## config.mk

```make
export PLATFORM = sky130hd
export DESIGN_NAME = pendant_command_responder
export DESIGN_NICKNAME = d
export VERILOG_FILES = /design/src/sv/pcr_pkg.sv /design/src/sv/pcr_in_reg.sv /design/src/sv/pcr_core.sv /design/src/sv/pcr_out_reg.sv /design/src/sv/pendant_command_responder.sv
export SDC_FILE = /design/constraint.sdc
export NUM_CORES = 1
export LEC_CHECK = 0
export BUFFER_PORTS_ARGS = -buffer_cell sky130_fd_sc_hd__buf_4
export CORE_MARGIN = 1
export CORE_UTILIZATION = 56
export DETAILED_ROUTE_END_ITERATION = 12
export HOLD_SLACK_MARGIN = 0.12
export PLACE_DENSITY = 0.79
export SLEW_MARGIN = 20
export SYNTH_ARGS = -nofsm -noshare
export SYNTH_HDL_FRONTEND = slang
export SYNTH_SLANG_ARGS = --single-unit
```

## constraint.sdc

```tcl
create_clock -name i_clk -period 2.8 [get_ports i_clk]
set_input_delay 0.56 -clock i_clk [delete_from_list [all_inputs] [get_ports i_clk]]
set_output_delay 0.56 -clock i_clk [all_outputs]
set_load 0.02 [all_outputs]
```

## src/sv/pcr_pkg.sv

```systemverilog
// Shared types, character codes and reply formatting for the pendant command responder.
// Used by every module of the block; depends on nothing else.
`timescale 1ns / 1ps
`default_nettype none

package pcr_pkg;

    localparam logic [7:0] CH_R      = 8'h52;
    localparam logic [7:0] CH_S      = 8'h53;
    localparam logic [7:0] CH_LBRACK = 8'h5B;
    localparam logic [7:0] CH_RBRACK = 8'h5D;
    localparam logic [7:0] CH_CR     = 8'h0D;
    localparam logic [7:0] CH_LF     = 8'h0A;
    localparam logic [7:0] CH_ZERO   = 8'h30;
    localparam logic [7:0] CH_A      = 8'h41;

    // Request kinds carried in the input tuser.
    localparam logic REQ_RX_BYTE  = 1'b0;
    localparam logic REQ_TX_READY = 1'b1;

    // Reply lengths; the position counter only has to reach the longer one.
    localparam int          POS_W   = 4;
    localparam logic [3:0]  LEN_R   = 4'd5;
    localparam logic [3:0]  LEN_S   = 4'd11;

    typedef struct packed {
        logic        req_type;
        logic [7:0]  rx_byte;
        logic        framing_error;
        logic [15:0] encoder_delta;
        logic [2:0]  axis_select;
        logic [2:0]  step_select;
        logic        estop_pressed;
    } t_item;

    typedef struct packed {
        logic       tx_valid;
        logic [7:0] tx_byte;
        logic       encoder_reset;
        logic       busy_res;
    } t_result;

    function automatic logic [7:0] hex_digit(input logic [3:0] v);
        logic [7:0] r;
        if (v < 4'd10) begin
            r = CH_ZERO + {4'd0, v};
        end else begin
            r = CH_A + {4'd0, v} - 8'd10;
        end
        return r;
    endfunction

    // Byte at a given position of the reply that is currently queued.
    function automatic logic [7:0] reply_byte(
        input logic             is_s,
        input logic [POS_W-1:0] pos,
        input logic [15:0]      delta,
        input logic [6:0]       sw
    );
        logic [7:0] r;
        r = 8'd0;
        if (!is_s) begin
            case (pos)
                4'd0:    r = CH_LBRACK;
                4'd1:    r = CH_R;
                4'd2:    r = CH_RBRACK;
                4'd3:    r = CH_CR;
                4'd4:    r = CH_LF;
                default: r = 8'd0;
            endcase
        end else begin
            case (pos)
                4'd0:    r = CH_LBRACK;
                4'd1:    r = CH_S;
                4'd2:    r = hex_digit(delta[15:12]);
                4'd3:    r = hex_digit(delta[11:8]);
                4'd4:    r = hex_digit(delta[7:4]);
                4'd5:    r = hex_digit(delta[3:0]);
                4'd6:    r = hex_digit({1'b0, sw[6:4]});
                4'd7:    r = hex_digit(sw[3:0]);
                4'd8:    r = CH_RBRACK;
                4'd9:    r = CH_CR;
                4'd10:   r = CH_LF;
                default: r = 8'd0;
            endcase
        end
        return r;
    endfunction

endpackage

`default_nettype wire

```

## src/sv/pcr_in_reg.sv

```systemverilog
// Input register stage of the pendant command responder.
// Depends on pcr_pkg for the item type.
`timescale 1ns / 1ps
`default_nettype none

module pcr_in_reg (
    input  wire                 i_clk,
    input  wire                 i_rst_n,
    input  wire                 i_valid,
    output logic                o_ready,
    input  wire pcr_pkg::t_item i_item,
    input  wire                 i_advance,
    output logic                o_valid,
    output pcr_pkg::t_item      o_item
);

    logic           r_valid;
    pcr_pkg::t_item r_item;

    // The stage can reload in the same cycle that its item moves on.
    assign o_ready = !r_valid || i_advance;
    assign o_valid = r_valid;
    assign o_item  = r_item;

    always_ff @(posedge i_clk) begin
        if (!i_rst_n) begin
            r_valid <= 1'b0;
        end else if (o_ready) begin
            r_valid <= i_valid;
        end
    end

    always_ff @(posedge i_clk) begin
        if (i_valid && o_ready) begin
            r_item <= i_item;
        end
    end

endmodule

`default_nettype wire

```

## src/sv/pcr_core.sv

```systemverilog
// Command decode, reply state and reply byte selection of the pendant command responder.
// Depends on pcr_pkg for types, character codes and the reply formatter.
`timescale 1ns / 1ps
`default_nettype none

module pcr_core (
    input  wire                 i_clk,
    input  wire                 i_rst_n,
    input  wire                 i_advance,
    input  wire pcr_pkg::t_item i_item,
    output pcr_pkg::t_result    o_result
);

    logic                     r_responding;
    logic [pcr_pkg::POS_W-1:0] r_pos;
    logic                     r_is_s;
    logic [15:0]              r_delta;
    logic [6:0]               r_sw;

    logic                     n_responding;
    logic [pcr_pkg::POS_W-1:0] n_pos;
    logic                     n_is_s;
    logic                     capture;
    logic [pcr_pkg::POS_W-1:0] cur_len;

    assign cur_len = r_is_s ? pcr_pkg::LEN_S : pcr_pkg::LEN_R;

    always_comb begin
        n_responding = r_responding;
        n_pos        = r_pos;
        n_is_s       = r_is_s;
        capture      = 1'b0;
        o_result     = '0;
        if (i_item.req_type == pcr_pkg::REQ_RX_BYTE) begin
            if (!r_responding && !i_item.framing_error) begin
                if (i_item.rx_byte == pcr_pkg::CH_R) begin
                    o_result.encoder_reset = 1'b1;
                    n_is_s       = 1'b0;
                    n_pos        = '0;
                    n_responding = 1'b1;
                end else if (i_item.rx_byte == pcr_pkg::CH_S) begin
                    capture      = 1'b1;
                    n_is_s       = 1'b1;
                    n_pos        = '0;
                    n_responding = 1'b1;
                end
            end
        end else if (r_responding) begin
            if (r_pos < cur_len) begin
                o_result.tx_valid = 1'b1;
                o_result.tx_byte  = pcr_pkg::reply_byte(r_is_s, r_pos, r_delta, r_sw);
                n_pos             = r_pos + 1'b1;
            end else begin
                n_responding = 1'b0;
            end
        end
        o_result.busy_res = n_responding;
    end

    always_ff @(posedge i_clk) begin
        if (!i_rst_n) begin
            r_responding <= 1'b0;
            r_pos        <= '0;
            r_is_s       <= 1'b0;
        end else if (i_advance) begin
            r_responding <= n_responding;
            r_pos        <= n_pos;
            r_is_s       <= n_is_s;
        end
    end

    // The reply text is rebuilt from the fields captured with the 'S' command.
    always_ff @(posedge i_clk) begin
        if (i_advance && capture) begin
            r_delta <= i_item.encoder_delta;
            r_sw    <= {i_item.estop_pressed, i_item.step_select, i_item.axis_select};
        end
    end

endmodule

`default_nettype wire

```

## src/sv/pcr_out_reg.sv

```systemverilog
// Result register of the pendant command responder; holds one item for the output side.
// Depends on pcr_pkg for the result type.
`timescale 1ns / 1ps
`default_nettype none

module pcr_out_reg (
    input  wire                   i_clk,
    input  wire                   i_rst_n,
    input  wire                   i_valid,
    output logic                  o_ready,
    input  wire pcr_pkg::t_result i_result,
    output logic                  o_valid,
    input  wire                   i_ready,
    output pcr_pkg::t_result      o_result
);

    logic             r_valid;
    pcr_pkg::t_result r_result;

    assign o_ready  = !r_valid || i_ready;
    assign o_valid  = r_valid;
    assign o_result = r_result;

    always_ff @(posedge i_clk) begin
        if (!i_rst_n) begin
            r_valid <= 1'b0;
        end else if (o_ready) begin
            r_valid <= i_valid;
        end
    end

    always_ff @(posedge i_clk) begin
        if (i_valid && o_ready) begin
            r_result <= i_result;
        end
    end

endmodule

`default_nettype wire

```

## src/sv/pendant_command_responder.sv

```systemverilog
// Top level of the pendant command responder: input register, command core, result register.
// Depends on pcr_pkg, pcr_in_reg, pcr_core and pcr_out_reg.
//
//  Channel   Direction  Ports            Content
//  s_axis    in         tdata, tuser     received byte or transmit-ready request
//  m_axis    out        tdata, tuser     reply byte, encoder-reset strobe, busy flag
//
// Every input item gives exactly one result item. An item is held in the input register and
// moves into the result register when that register can take it, so one item can be taken
// every cycle while m_axis does not stall. While a finished item waits in the result register the
// input register can still take one more item; after that a stall on m_axis holds
// s_axis_tready low.
// Reset (synchronous, active low) empties both registers and returns the core to idle.
`timescale 1ns / 1ps
`default_nettype none

module pendant_command_responder (
    input  wire         i_clk,
    input  wire         i_rst_n,
    input  wire         s_axis_tvalid,
    output logic        s_axis_tready,
    // [7:0] rx_byte, [23:8] encoder_delta, [26:24] axis_select, [29:27] step_select,
    // [30] estop_pressed, [31] zero
    input  wire  [31:0] s_axis_tdata,
    // [0] req_type, [1] framing_error
    input  wire  [1:0]  s_axis_tuser,
    output logic        m_axis_tvalid,
    input  wire         m_axis_tready,
    // [7:0] tx_byte, [8] encoder_reset, [9] busy_res, [15:10] zero
    output logic [15:0] m_axis_tdata,
    // [0] tx_valid
    output logic        m_axis_tuser
);

    pcr_pkg::t_item   in_item;
    pcr_pkg::t_item   stage_item;
    pcr_pkg::t_result core_result;
    pcr_pkg::t_result out_result;
    logic             stage_valid;
    logic             out_ready;
    logic             advance;

    always_comb begin
        in_item.req_type      = s_axis_tuser[0];
        in_item.framing_error = s_axis_tuser[1];
        in_item.rx_byte       = s_axis_tdata[7:0];
        in_item.encoder_delta = s_axis_tdata[23:8];
        in_item.axis_select   = s_axis_tdata[26:24];
        in_item.step_select   = s_axis_tdata[29:27];
        in_item.estop_pressed = s_axis_tdata[30];
    end

    assign advance = stage_valid && out_ready;

    pcr_in_reg u_in_reg (
        .i_clk     (i_clk),
        .i_rst_n   (i_rst_n),
        .i_valid   (s_axis_tvalid),
        .o_ready   (s_axis_tready),
        .i_item    (in_item),
        .i_advance (advance),
        .o_valid   (stage_valid),
        .o_item    (stage_item)
    );

    pcr_core u_core (
        .i_clk     (i_clk),
        .i_rst_n   (i_rst_n),
        .i_advance (advance),
        .i_item    (stage_item),
        .o_result  (core_result)
    );

    pcr_out_reg u_out_reg (
        .i_clk    (i_clk),
        .i_rst_n  (i_rst_n),
        .i_valid  (stage_valid),
        .o_ready  (out_ready),
        .i_result (core_result),
        .o_valid  (m_axis_tvalid),
        .i_ready  (m_axis_tready),
        .o_result (out_result)
    );

    assign m_axis_tdata = {6'd0, out_result.busy_res, out_result.encoder_reset,
                           out_result.tx_byte};
    assign m_axis_tuser = out_result.tx_valid;

endmodule

`default_nettype wire
```

==> results, run 1 <==
- The global-route wire length before repair is 10900 µm.
- The number of library cell types mapped by synthesis is 53.
- The synthesized netlist devotes 1.75% of its cell area to XOR and XNOR gates.
- The simple-gate share of the synthesized area is 14.1%.
- The die is 81.2 µm tall.
- The top cell type by area accounts for 56.5% of the synthesized area.
- The run finished with clean final reports.
- In this run the critical register-to-register path is launched from u_core.r_is_s.
- The leakage power summed over all cells is 1.55 nW.
- Multiplexer cells account for 0% of the synthesized area.
- The setup slack of the critical path after layout is 0.389 ns.
- The clock period minus final worst setup slack is 2.41 ns.
- The via count of the first global-routing pass came to 2297.
- The standard-cell row count is 28.
- Setup repair after global routing left no endpoint under its margin.
- The later-pin clock latency in the skew report is 0.35 ns.
- The synthesized area divided by synthesized cell count is 12.3 µm².
- Input and output buffers added on the ports amount to 48.
- Counting flops with a built-in enable in the synthesized netlist gives 66.
- The beginning of the worst hold path is s_axis_tdata[9].
- The slew at the pin closest to its max-slew limit is 0.570 ns.
- The category of the most critical setup path is reg -> reg.
- In the final routed layout, each cell accounts on average for 16.6 µm.
- The die covers 6590 µm².
- The area of the core is 5990 µm².
- Of all flip-flops after synthesis, the portion carrying an async set or reset was 0%.
- In this run the remaining antenna-violating nets after routing total 0.
- The largest family of logic cells by synthesized area is compound AO/OA/AOI/OAI gates.
- The most frequently used flop master after synthesis is sky130_fd_sc_hd__edfxtp_1.
- For the worst setup path, the data required time is 3.08 ns.
- For this run, the register share of the synthesized area comes to 61.0%.
- The floorplan step set the die width to 81.2 µm.
- For the worst setup path, the data arrival time is 2.69 ns.
- The worst slew margin relative to its limit is 61.5%.
- Total power for the finished layout comes to 2.43 mW.
- Once the clock tree was built, the setup fixing pass inserted 0 buffers.
- Hold repair after CTS inserted 0 buffers.
- The number of diodes is 0.
- The half-perimeter wire length after detailed placement is 5050 µm.
- The master cell of the clock root buffer is sky130_fd_sc_hd__clkbuf_8.
- Before CTS, the worst setup slack after placement is 0.460 ns.
- The path with the worst hold slack has its endpoint at u_in_reg.o_item[8].
- The post-synthesis share of cell area spent on full adders, half adders and majority gates is 4.28%.
- In this run, post-CTS repair resized a total of 0 instances.
- The post-CTS clock slew at the launch and capture registers of the worst setup and hold paths is 0.08 ns.
- After detailed routing, the number of remaining DRC violations is 0.
- The number of cell instances on the worst register-to-register path is 7.
- The setup total negative slack is 0 ns.
- TritonCTS built the clock tree.
- The Yosys step of the flow raised 0 warnings.
- Dividing the final minimum period by the clock period gives 86.1%.
- The number of setup violations in the final report is 0.
- On the final layout, the worst clock skew is 0.00644 ns.
- The kind of path behind the tightest hold check is in -> reg.
- The initial antenna violation count is 0.
- The global-route total usage across every layer is 23.4%.
- Counting instances, the worst hold path has a depth of 1.
- The clock net in this run drives a total of 74 sinks.
- The synthesized netlist devotes 14.3% of its cell area to compound gates.
- The area of the mapped netlist is 3510 µm².
- Sorting the synthesized cells by area gives the leading types as sky130_fd_sc_hd__edfxtp_1 (56%), sky130_fd_sc_hd__dfxtp_1 (4.6%), sky130_fd_sc_hd__ha_1 (4.3%), sky130_fd_sc_hd__a21oi_1 (2.6%), sky130_fd_sc_hd__nand2_1 (2.1%).
- The maximum number of buffers from clock root to sink is 2.
- CTS built an H-tree with a depth of 3.
- During I/O placement, the number of pins put on the boundary was 57.
- The cell count after synthesis is 285.
- The number of hold violations in the final report is 0.
- The share of cells above drive strength 1 is 22.0%.
- The largest net degree at the start of global routing is 32.
- Once the floorplan was initialized, standard cells occupied 58.6% of the core.
- The overall overflow remaining after global route is 0.
- The number of max-slew violations in the final report came to 0.
- The worst setup path is launched from a flip-flop.
- The worst setup path is captured at a flip-flop.
- The standard cell area after detailed placement is 3930 µm².
- The number of max-capacitance violations reported is 0.
- Ranked by instance count, the synthesized netlist is headed by sky130_fd_sc_hd__edfxtp_1 (66), sky130_fd_sc_hd__nand2_1 (20), sky130_fd_sc_hd__inv_1 (19).
- The endpoint of the most critical register-to-register path is u_core.r_pos[1].
- IR analysis of the VDD net gives a maximum drop of 425 µV.
- For this block, the initial DRC count from the detailed router was 240.
- The average vias per placed instance is 5.77.
- Once layout is done, the placed cells without fillers occupy 4200 µm².
- The congestion estimate from routability-driven global placement came to 0.890.
- The top fanout value on the critical path is 9.
- The leading area contributor after synthesis is sky130_fd_sc_hd__edfxtp_1.
- The detailed-route via count is 2430.
- The number of inserted filler cells in the final layout is 438.
- The net count of the finished layout is 391.
- After detailed routing, the total wire length is 6970 µm.
- Counting the buffers created by CTS gives 9.
- The synthesized design contains 74 register bits.
- The detailed-router iteration count before antenna repair is 5.
- The power per cell area is 578 nW/µm².
- The internal reg-to-reg setup slack is 0.39 ns.
- Derived from the worst setup path, the maximum achievable clock frequency is 0.415 GHz.
- The most common cell in the netlist is sky130_fd_sc_hd__edfxtp_1.
- From synthesis to final layout, the design area changed by 19.6%.
## logic make-up after synthesis
| family | Yosys count |
|---|---|
| simple gates | 86 |
| flops | 74 |
| compound gates | 73 |
| buf+inv | 32 |
| fa+ha+maj | 12 |
| xor+xnor | 7 |
| other cells | 1 |
## worst max-delay path, stage by stage (launching register included)
cell and delay [ns]:
sky130_fd_sc_hd__dfxtp_1 0.52, sky130_fd_sc_hd__inv_1 0.24, sky130_fd_sc_hd__ha_1 0.35, sky130_fd_sc_hd__o21ai_0 0.13, sky130_fd_sc_hd__o2111ai_2 0.45, sky130_fd_sc_hd__nor2_1 0.12, sky130_fd_sc_hd__or3_1 0.33, sky130_fd_sc_hd__a21boi_0 0.19
## layer usage
metal | up-vias | global-route usage (%) | part of all wire, %
met5 | - | 0 | 0
met4 | 0 | 11.1 | 1.6
met3 | 12 | 7.19 | 7.8
met2 | 114 | 36.3 | 48
met1 | 1118 | 30.0 | 43
li1 | 1186 | - | -
## registers in the layout, summed over array words and instances (netlist names)
name / count
u_in_reg.o_valid: 1
u_out_reg.o_result: 10
u_core.r_is_s: 1
u_out_reg.o_valid: 1
u_in_reg.o_item: 33
u_core.r_responding: 1
u_core.r_pos: 4
u_core.r_delta: 16
u_core.r_sw: 7
## report_power, final
part	leakage (nW)	internal, mW	switching, mW
Clock	0.131	0.687	0.400
Sequential	0.688	1.24	0.0104
Combinational	0.730	0.0446	0.0445
Total	1.55	1.97	0.455
## worst max path at each step
stage                   startpoint               endpoint  depth (start not counted)
2_1_floorplan  u_in_reg.o_item[27]      u_core.r_delta[0]                          4
3_3_place_gp       u_core.r_pos[0]  u_out_reg.o_result[2]                          6
3_5_place_dp       u_core.r_pos[0]  u_out_reg.o_result[3]                          6
4_1_cts            u_core.r_pos[0]  u_out_reg.o_result[3]                          6
5_1_grt            u_core.r_pos[0]  u_out_reg.o_result[2]                          6
6_report             u_core.r_is_s        u_core.r_pos[1]                          7
## stage by stage
| stage | hold slack [ns] | cells | util, % |
|---|---|---|---|
| 6_report | 0.376 | 421 | 70.1 |
| 2_1_floorplan | 0.400 | 291 | - |
| 3_5_place_dp | 0.405 | 405 | 65.6 |
| 4_1_cts | 0.364 | 421 | 70.1 |
| 3_3_place_gp | 0.401 | 405 | 65.6 |
| 5_1_grt | 0.365 | 421 | 70.1 |
## cell type report
cell class / count / area, µm² / share of cell area (%)
Inverter: 19 / 71.3 / 1.70
Sequential cell: 74 / 2140 / 51.0
Multi-Input combinational cell: 185 / 1230 / 29.4
Clock inverter: 6 / 138 / 3.28
Clock buffer: 10 / 128 / 3.04
Tap cell: 75 / 93.8 / 2.24
Timing Repair Buffer: 52 / 390 / 9.30
## placed cells by master (no fill, tap or decap), drive strengths merged, types with 3 or more instances in the layout
cell type,count
nor2b,9
nand3,9
nand2,20
nor3,5
or3,3
bufinv,4
edfxtp,66
nor2,16
dfxtp,8
a32oi,3
o211ai,3
o22ai,4
nor4,3
a21oi,18
xnor2,7
buf,52
and2,4
inv,20
o21a,4
nor4b,5
o21ai,15
clkbuf,10
conb,7
a211oi,5
and4b,4
ha,12
No activity file was read; power rests on OpenSTA's default activity.
==> run 2, diff against run 1 <==
--- a/config.mk
+++ b/config.mk
@@ -7,10 +7,10 @@
 export LEC_CHECK = 0
 export BUFFER_PORTS_ARGS = -buffer_cell sky130_fd_sc_hd__buf_4
 export CORE_MARGIN = 1
-export CORE_UTILIZATION = 56
+export CORE_UTILIZATION = 51
 export DETAILED_ROUTE_END_ITERATION = 12
 export HOLD_SLACK_MARGIN = 0.12
-export PLACE_DENSITY = 0.79
+export PLACE_DENSITY = 0.76
 export SLEW_MARGIN = 20
 export SYNTH_ARGS = -nofsm -noshare
 export SYNTH_HDL_FRONTEND = slang
==> constraint.sdc (replaced) <==
create_clock -name i_clk -period 2.2 [get_ports i_clk]
set_input_delay 0.44 -clock i_clk [delete_from_list [all_inputs] [get_ports i_clk]]
set_output_delay 0.44 -clock i_clk [all_outputs]
set_load 0.02 [all_outputs]
==> run 2 against run 1 <==
  * Sequential share of layout area shrank 0.72 points
  * The run now ends with design-rule violations left
  * Critical endpoint is now u_out_reg.o_result[3]
  * Largest power group unchanged
  * Clock skew grew 0.0049 ns
  * Global-route usage shrank 2.1 points
  * Routed wire length grew 1.4%
  * Core utilization shrank 4.4 points
  * Design area grew 1.6%
  * Setup slack lost 0.32 ns
  * Combinational power grew 27%
  * Via count grew 1.8%
  * Die area grew 9.6%
  * Critical path depth shrank 1
==> results, run 2 (synthesis gave the netlist of run 1 again) <==
- Traced cell by cell, the critical path runs through inv_1 > ha_1 > or3_4 > or2_0 > a32o_1 > o221a_1.
- The total setup buffers inserted after CTS is 0 (unchanged).
- STA classifies the critical path startpoint as a flip-flop.
- TritonCTS built the clock tree.
- The number of max-slew violations in the final report is 0 (unchanged).
- The overall overflow remaining after global route is 0 (unchanged).
- Setup repair after global routing could not meet its margin everywhere.
- The mean routed wirelength per cell came to 16.0 µm (-3.4%).
- The number of setup violations in the final report was 0 (unchanged).
- The post-CTS clock slew at the launch and capture registers of the worst setup and hold paths is 0.08 ns (about the same).
- The vertical extent of the die is 85.0 µm (+4.7%).
- The most common library cell in the layout ignoring fill and taps is sky130_fd_sc_hd__buf_4.
- The detailed-route via count came to 2474 (+1.8%).
- The number of hold buffers added after cts is 0 (unchanged).
- The endpoint type of the worst setup path is a flip-flop.
- The setup path with the least slack is of type reg -> reg.
- The final weighted congestion in routability-driven placement is 0.905 (+1.7%).
- The die outline area is 7220 µm² (+9.6%).
- The count of cells along the worst hold path is 1 (unchanged).
- The later-pin clock latency in the skew report is 0.34 ns (about the same).
- The sum of routed wire length over all layers is 7070 µm (+1.4%).
- The number of diodes is 0 (unchanged).
- The initial antenna violation count is 0 (unchanged).
- The area of the core is 6490 µm² (+8.4%).
- The remaining design rule violation count is 1 (+1).
- The met2 track demand over resource in global routing is 34.0% (-2.3 points).
- The origin of the critical flop-to-flop path is u_core.r_pos[1].
- The largest vdd supply drop is 600 µV (+41%).
- The maximum level of the CTS H-tree is 3 (unchanged).
- The clock skew after layout was 0.0114 ns (+0.00494 ns).
- The largest incremental delay on the critical path was 0.42 ns (-0.10 ns).
- The leakage power summed over all cells was 1.60 nW (+3.1%).
- The hold-critical path endpoint is u_in_reg.o_item[32].
- The number of clock sinks seen by CTS was 74 (unchanged).
- The flip-flop count of the largest register after layout is 33 (unchanged).
- The largest net degree at the start of global routing is 32 (unchanged).
- The top cell types in the final layout, fill and taps aside, are sky130_fd_sc_hd__buf_4 (70), sky130_fd_sc_hd__edfxtp_1 (66), sky130_fd_sc_hd__nand2_1 (20), sky130_fd_sc_hd__inv_1 (19), sky130_fd_sc_hd__a21oi_1 (18).
- The average vias per placed instance was 5.60 (-3.0%).
- The met1 layer usage reported by global route is 29.8% (-0.11 points).
- The global-route total usage across every layer is 21.3% (-2.1 points).
- The met3 capacity usage during global routing is 3.50% (-3.7 points).
- The power per cell area was 606 nW/µm² (+4.8%).
- The standard cell area after detailed placement came to 4090 µm² (+4.0%).
- The horizontal die dimension is 85.0 µm (+4.7%).
- The endpoint of the most critical register-to-register path is u_out_reg.o_result[3].
- The total power draw is 2.58 mW (+6.5%).
- The master of the slowest instance on the critical path is sky130_fd_sc_hd__or3_4.
- The number of buffers created by CTS was 9 (unchanged).
- The global-route wire length before repair is 11500 µm (+4.9%).
- The violation count after the first detailed-route iteration was 232 (-3.3%).
- The count of input and output buffers is 48 (unchanged).
- The worst hold path belongs to the class in -> reg.
- The top-level port count is 57 (unchanged).
- The final cycle utilization of the critical path is 97.0% (+11 points).
- The critical path data required time came to 2.29 ns (-0.79 ns).
- The multi-input logic area is 1240 µm² (+0.81%).
- The most heavily used metal layer in global routing is met2.
- The internal reg-to-reg setup slack is 0.07 ns (-0.32 ns).
- The detailed-router iteration count before antenna repair is 9 (+4).
- The top fanout value on the critical path is 5 (-4).
- The number of cell instances on the worst register-to-register path is 6 (-1).
- The initial standard-cell utilization of the core is 54.0% (-4.5 points).
- The flow ran to the end, but the final reports show violations.
- The sequential cell area is 2150 µm² (+0.18%).
- Relative to the synthesized area, the layout overhead comes to 21.5%.
- The share of cells above drive strength 1 is 26.8% (+4.9 points).
- The remaining antenna violation count is 0 (unchanged).
- The checks that failed: design-rule violations.
- The arrival time of data at the critical path endpoint was 2.22 ns (-0.47 ns).
- The clock period minus final worst setup slack is 2.13 ns (-0.278 ns).
- The standard-cell row count is 29 (+3.6%).
- The maximum achievable frequency is 0.469 GHz (+13%).
- The number of inserted filler cells in the final layout came to 495 (+13%).
- The master cell of the clock root buffer is sky130_fd_sc_hd__clkbuf_8.
- The number of buffers and inverters on the critical path is 1 (unchanged).
- The family of cells with the greatest summed delay on the critical path is simple AND/OR/NAND/NOR gates.
- The half-perimeter wire length after detailed placement was 5260 µm (+4.2%).
- In this run the most critical hold path is launched from s_axis_tuser[0].
- The number of hold violations in the final report came to 0 (unchanged).
- The net count of the finished layout is 410 (+4.9%).
- The maximum number of buffers from clock root to sink is 2 (unchanged).
- The final non-filler cell area is 4270 µm² (+1.6%).
- The number of max-capacitance violations reported is 0 (unchanged).
- The via count of the first global-routing pass is 2348 (+2.2%).
## run 2: cell count changes in the layout (fill, tap and decap cells not counted), moves of 2 or more
cell | before | now
sky130_fd_sc_hd__buf_4 | 52 | 70
sky130_fd_sc_hd__bufinv_16 | 4 | 0
sky130_fd_sc_hd__dfxtp_2 | 0 | 3
sky130_fd_sc_hd__clkinv_1 | 0 | 2
sky130_fd_sc_hd__dfxtp_1 | 8 | 5
sky130_fd_sc_hd__clkinv_2 | 0 | 2
## run 2: per-layer routing
layer / share of wire, % / routed length (µm)
met1: 45 / 3210
met2: 47 / 3340
met3: 6.3 / 443
met4: 1.1 / 76
met5: 0 / 0
## run 2: area by class of cell
class,count,share of cell area (%)
Multi-Input combinational cell,185,29.2
Clock buffer,10,2.99
Timing Repair Buffer,71,12.8
Sequential cell,74,50.3
Tap cell,77,2.26
Inverter,19,1.67
Clock inverter,6,0.792
## run 2: worst max-delay path by stage
stage,start,to,slack [ns],cells past startpoint
final,u_core.r_pos[1],u_out_reg.o_result[3],0.07,6
after global routing,u_core.r_pos[1],u_out_reg.o_result[3],-0.02,6
after CTS,u_core.r_pos[1],u_out_reg.o_result[3],0.04,6
after detailed placement,u_core.r_pos[0],u_out_reg.o_result[3],-0.006,6
after global placement,u_core.r_pos[0],u_out_reg.o_result[3],0.01,6
after floorplan,u_in_reg.o_item[27],u_core.r_delta[0],0.05,4
## run 2: per-stage QoR
stage	utilization, %	TNS [ns]	setup WS, ns	hold slack [ns]	instances
floorplan	-	0	0.0538	0.400	291
global placement	63.0	0	0.0150	0.401	426
detailed placement	63.0	-0.00568	-0.00568	0.405	426
CTS	65.5	0	0.0413	0.259	442
global route	65.7	-0.0433	-0.0235	0.255	442
finish	65.7	0	0.0669	0.269	442
## run 2: repair_timing
action	in CTS	in global routing
setup endpoints to repair	1	8
gates resized for setup	1	4
endpoints found under the hold margin	0	0
## run 2: power by group
group          leakage [nW]  switching (mW)  internal, mW
combinational         0.827          0.0558        0.0568
clock                0.0811           0.480         0.400
sequential            0.690          0.0135          1.58
total                  1.60           0.549          2.03
==> run 3, diff against run 2 <==
--- a/config.mk
+++ b/config.mk
@@ -11,6 +11,7 @@
 export DETAILED_ROUTE_END_ITERATION = 12
 export HOLD_SLACK_MARGIN = 0.12
 export PLACE_DENSITY = 0.76
+export REMOVE_ABC_BUFFERS = 1
 export SLEW_MARGIN = 20
 export SYNTH_ARGS = -nofsm -noshare
 export SYNTH_HDL_FRONTEND = slang
==> run 3 against run 2 <==
  * Setup slack gained 0.032 ns
  * Count of clock-buffer cells in the layout up 1
  * Sequential share of layout area shrank 0.088 points
  * Cell count shrank 0.45%
  * Clock power rose by 3.8%
  * Register-to-register slack improved by 0.03 ns
  * The run still ends with design-rule violations left
  * Critical path depth stayed put
  * Highest routed layer unchanged
  * Non-clock buffer count shrank 2
  * Critical path type unchanged
  * Critical endpoint unchanged
==> results, run 3 (synthesis gave the netlist of run 1 again) <==
- The run finished, with violations left.
- The final reports fail on design-rule violations.
- The largest vdd supply drop is 581 µV (-3.2%).
- The clock skew after layout was 0.0101 ns (-0.00131 ns).
- The arrival time of data at the critical path endpoint is 2.20 ns (-0.02 ns).
- The kind of path behind the tightest hold check is in -> reg.
- The critical path in this run is classified as reg -> reg.
- The overall overflow remaining after global route is 0 (unchanged).
- The global-route wire length before repair is 11200 µm (-2.3%).
- The vertical extent of the die came to 85.0 µm (unchanged).
- The net count of the finished layout was 408 (-0.49%).
- The final non-filler cell area is 4270 µm² (+0.12%).
- The final weighted congestion in routability-driven placement was 0.968 (+7.0%).
- The number of max-capacitance violations reported is 0 (unchanged).
- The standard cell area after detailed placement is 4090 µm² (about the same).
- The largest net degree at the start of global routing came to 32 (unchanged).
- The maximum level of the CTS H-tree is 3 (unchanged).
- The mean routed wirelength per cell is 15.3 µm (-4.3%).
- The number of inserted filler cells in the final layout is 519 (+4.8%).
- The top fanout value on the critical path is 5 (unchanged).
- The total setup buffers inserted after CTS came to 0 (unchanged).
- The clock period minus final worst setup slack was 2.10 ns (-0.0319 ns).
- The number of max-slew violations in the final report was 0 (unchanged).
- The worst setup path is launched from a flip-flop.
- The later-pin clock latency in the skew report is 0.34 ns (about the same).
- The detailed-route via count is 2446 (-1.1%).
- The number of diodes is 0 (unchanged).
- The share of cells above drive strength 1 is 26.4% (-0.40 points).
- The global-route total usage across every layer is 20.7% (-0.61 points).
- The tree is rooted in a sky130_fd_sc_hd__clkbuf_8.
- The critical path data required time is 2.30 ns (about the same).
- The count of cells along the worst hold path is 1 (unchanged).
- Leaving out fill and tap cells, the most frequent cells in the layout are sky130_fd_sc_hd__buf_4 (67), sky130_fd_sc_hd__edfxtp_1 (66), sky130_fd_sc_hd__nand2_1 (20), sky130_fd_sc_hd__inv_1 (19), sky130_fd_sc_hd__a21oi_1 (18).
- The standard-cell row count was 29 (unchanged).
- The top-level port count is 57 (unchanged).
- The beginning of the worst hold path is s_axis_tdata[0].
- The final cycle utilization of the critical path is 95.5% (-1.4 points).
- The initial standard-cell utilization of the core is 54.0% (unchanged).
- The count of input and output buffers is 48 (unchanged).
- The number of hold violations in the final report was 0 (unchanged).
- In this run the critical register-to-register path is captured at u_out_reg.o_result[3].
- The remaining antenna violation count is 0 (unchanged).
- The number of hold buffers added after cts is 0 (unchanged).
- The leakage power summed over all cells is 1.60 nW (+0.14%).
- The number of buffers created by CTS came to 9 (unchanged).
- The internal reg-to-reg setup slack was 0.1 ns (+0.03 ns).
- The initial antenna violation count was 0 (unchanged).
- The total power draw is 2.62 mW (+1.3%).
- The area growth from synthesis to final layout is 21.7%.
- The flip-flop count of the largest register after layout is 33 (unchanged).
- The via count of the first global-routing pass came to 2371 (+0.98%).
- The endpoint type of the worst setup path is a flip-flop.
- The sum of routed wire length over all layers is 6730 µm (-4.8%).
- The worst hold slack after final layout was 0.271 ns (+0.00177 ns).
- The detailed-router iteration count before antenna repair was 8 (-1).
- The horizontal die dimension is 85.0 µm (unchanged).
- The half-perimeter wire length after detailed placement is 5070 µm (-3.5%).
- The slew at the pin closest to its max-slew limit is 0.530 ns.
- The origin of the critical flop-to-flop path is u_core.r_pos[0].
- The path with the worst hold slack has its endpoint at u_in_reg.o_item[24].
- The CTS tree is built.
- The library cell used most frequently in the layout, excluding fill and tap cells, is sky130_fd_sc_hd__buf_4.
- The die outline area is 7220 µm² (unchanged).
- The violation count after the first detailed-route iteration is 229 (-1.3%).
- The average vias per placed instance is 5.56 (-0.68%).
- The post-CTS clock slew at the launch and capture registers of the worst setup and hold paths is 0.08 ns (about the same).
- The number of clock sinks seen by CTS is 74 (unchanged).
- The maximum achievable frequency came to 0.476 GHz (+1.5%).
- The number of setup violations in the final report is 0 (unchanged).
- The power per cell area is 613 nW/µm² (+1.2%).
- The remaining design rule violation count is 7 (+6).
- The area of the core was 6490 µm² (unchanged).
- The maximum number of buffers from clock root to sink is 2 (unchanged).
- The worst slew margin relative to its limit is 64.6%.
- The number of cell instances on the worst register-to-register path is 6 (unchanged).
-- run 3: worst max path at each step --
stage,from,endpoint,slack [ns],cells after the start
finish,u_core.r_pos[0],u_out_reg.o_result[3],0.1,6
global placement,u_core.r_pos[0],u_out_reg.o_result[2],0.001,7
floorplan,u_in_reg.o_item[27],u_core.r_delta[0],0.05,4
CTS,u_core.r_pos[0],u_out_reg.o_result[3],0.01,6
global route,u_core.r_pos[0],u_out_reg.o_result[3],-0.005,6
detailed placement,u_core.r_pos[0],u_out_reg.o_result[2],-0.03,7
-- run 3: stage by stage --
step	utilization (%)	std cells	worst slack [ns]	setup TNS (ns)
after detailed placement	62.9	424	-0.0257	-0.0257
after global placement	62.9	424	0.00112	0
after floorplan	-	278	0.0538	0
final	65.7	440	0.0988	0
after CTS	65.6	440	0.0134	0
after global routing	65.7	440	-0.00454	-0.00454
-- run 3: per-layer routing --
metal / vias up / global-route usage, % / part of all wire (%)
met1: 1139 / 28.5 / 48
met4: 0 / 9.09 / 1.9
met2: 69 / 31.9 / 45
met3: 12 / 4.09 / 5.3
li1: 1226 / - / -
met5: - / 0 / 0
-- run 3: layout make-up --
type	count	area (µm²)	area share, %
Clock inverter	5	30.0	0.703
Multi-Input combinational cell	185	1240	29.1
Inverter	19	71.3	1.67
Clock buffer	11	141	3.31
Sequential cell	74	2140	50.2
Timing Repair Buffer	69	543	12.7
Tap cell	77	96.3	2.26
-- run 3: worst max-delay path, cell delays in order, from the launching register on --
cell and delay [ns]:
sky130_fd_sc_hd__dfxtp_2 0.38, sky130_fd_sc_hd__inv_1 0.09, sky130_fd_sc_hd__ha_1 0.27, sky130_fd_sc_hd__or3_4 0.40, sky130_fd_sc_hd__or2_0 0.20, sky130_fd_sc_hd__a32o_1 0.26, sky130_fd_sc_hd__o221a_1 0.26
-- run 3: power breakdown --
| group | switching, mW | total [mW] | internal [mW] |
|---|---|---|---|
| combinational | 0.0557 | 0.115 | 0.0594 |
| sequential | 0.0128 | 1.59 | 1.58 |
| clock | 0.475 | 0.912 | 0.437 |
| total | 0.544 | 2.62 | 2.07 |
-- run 3: repair_timing --
action | 4_1_cts | 5_1_grt
gates cloned | 0 | 0
resized for setup | 1 | 4
setup endpoints to repair | 1 | 4
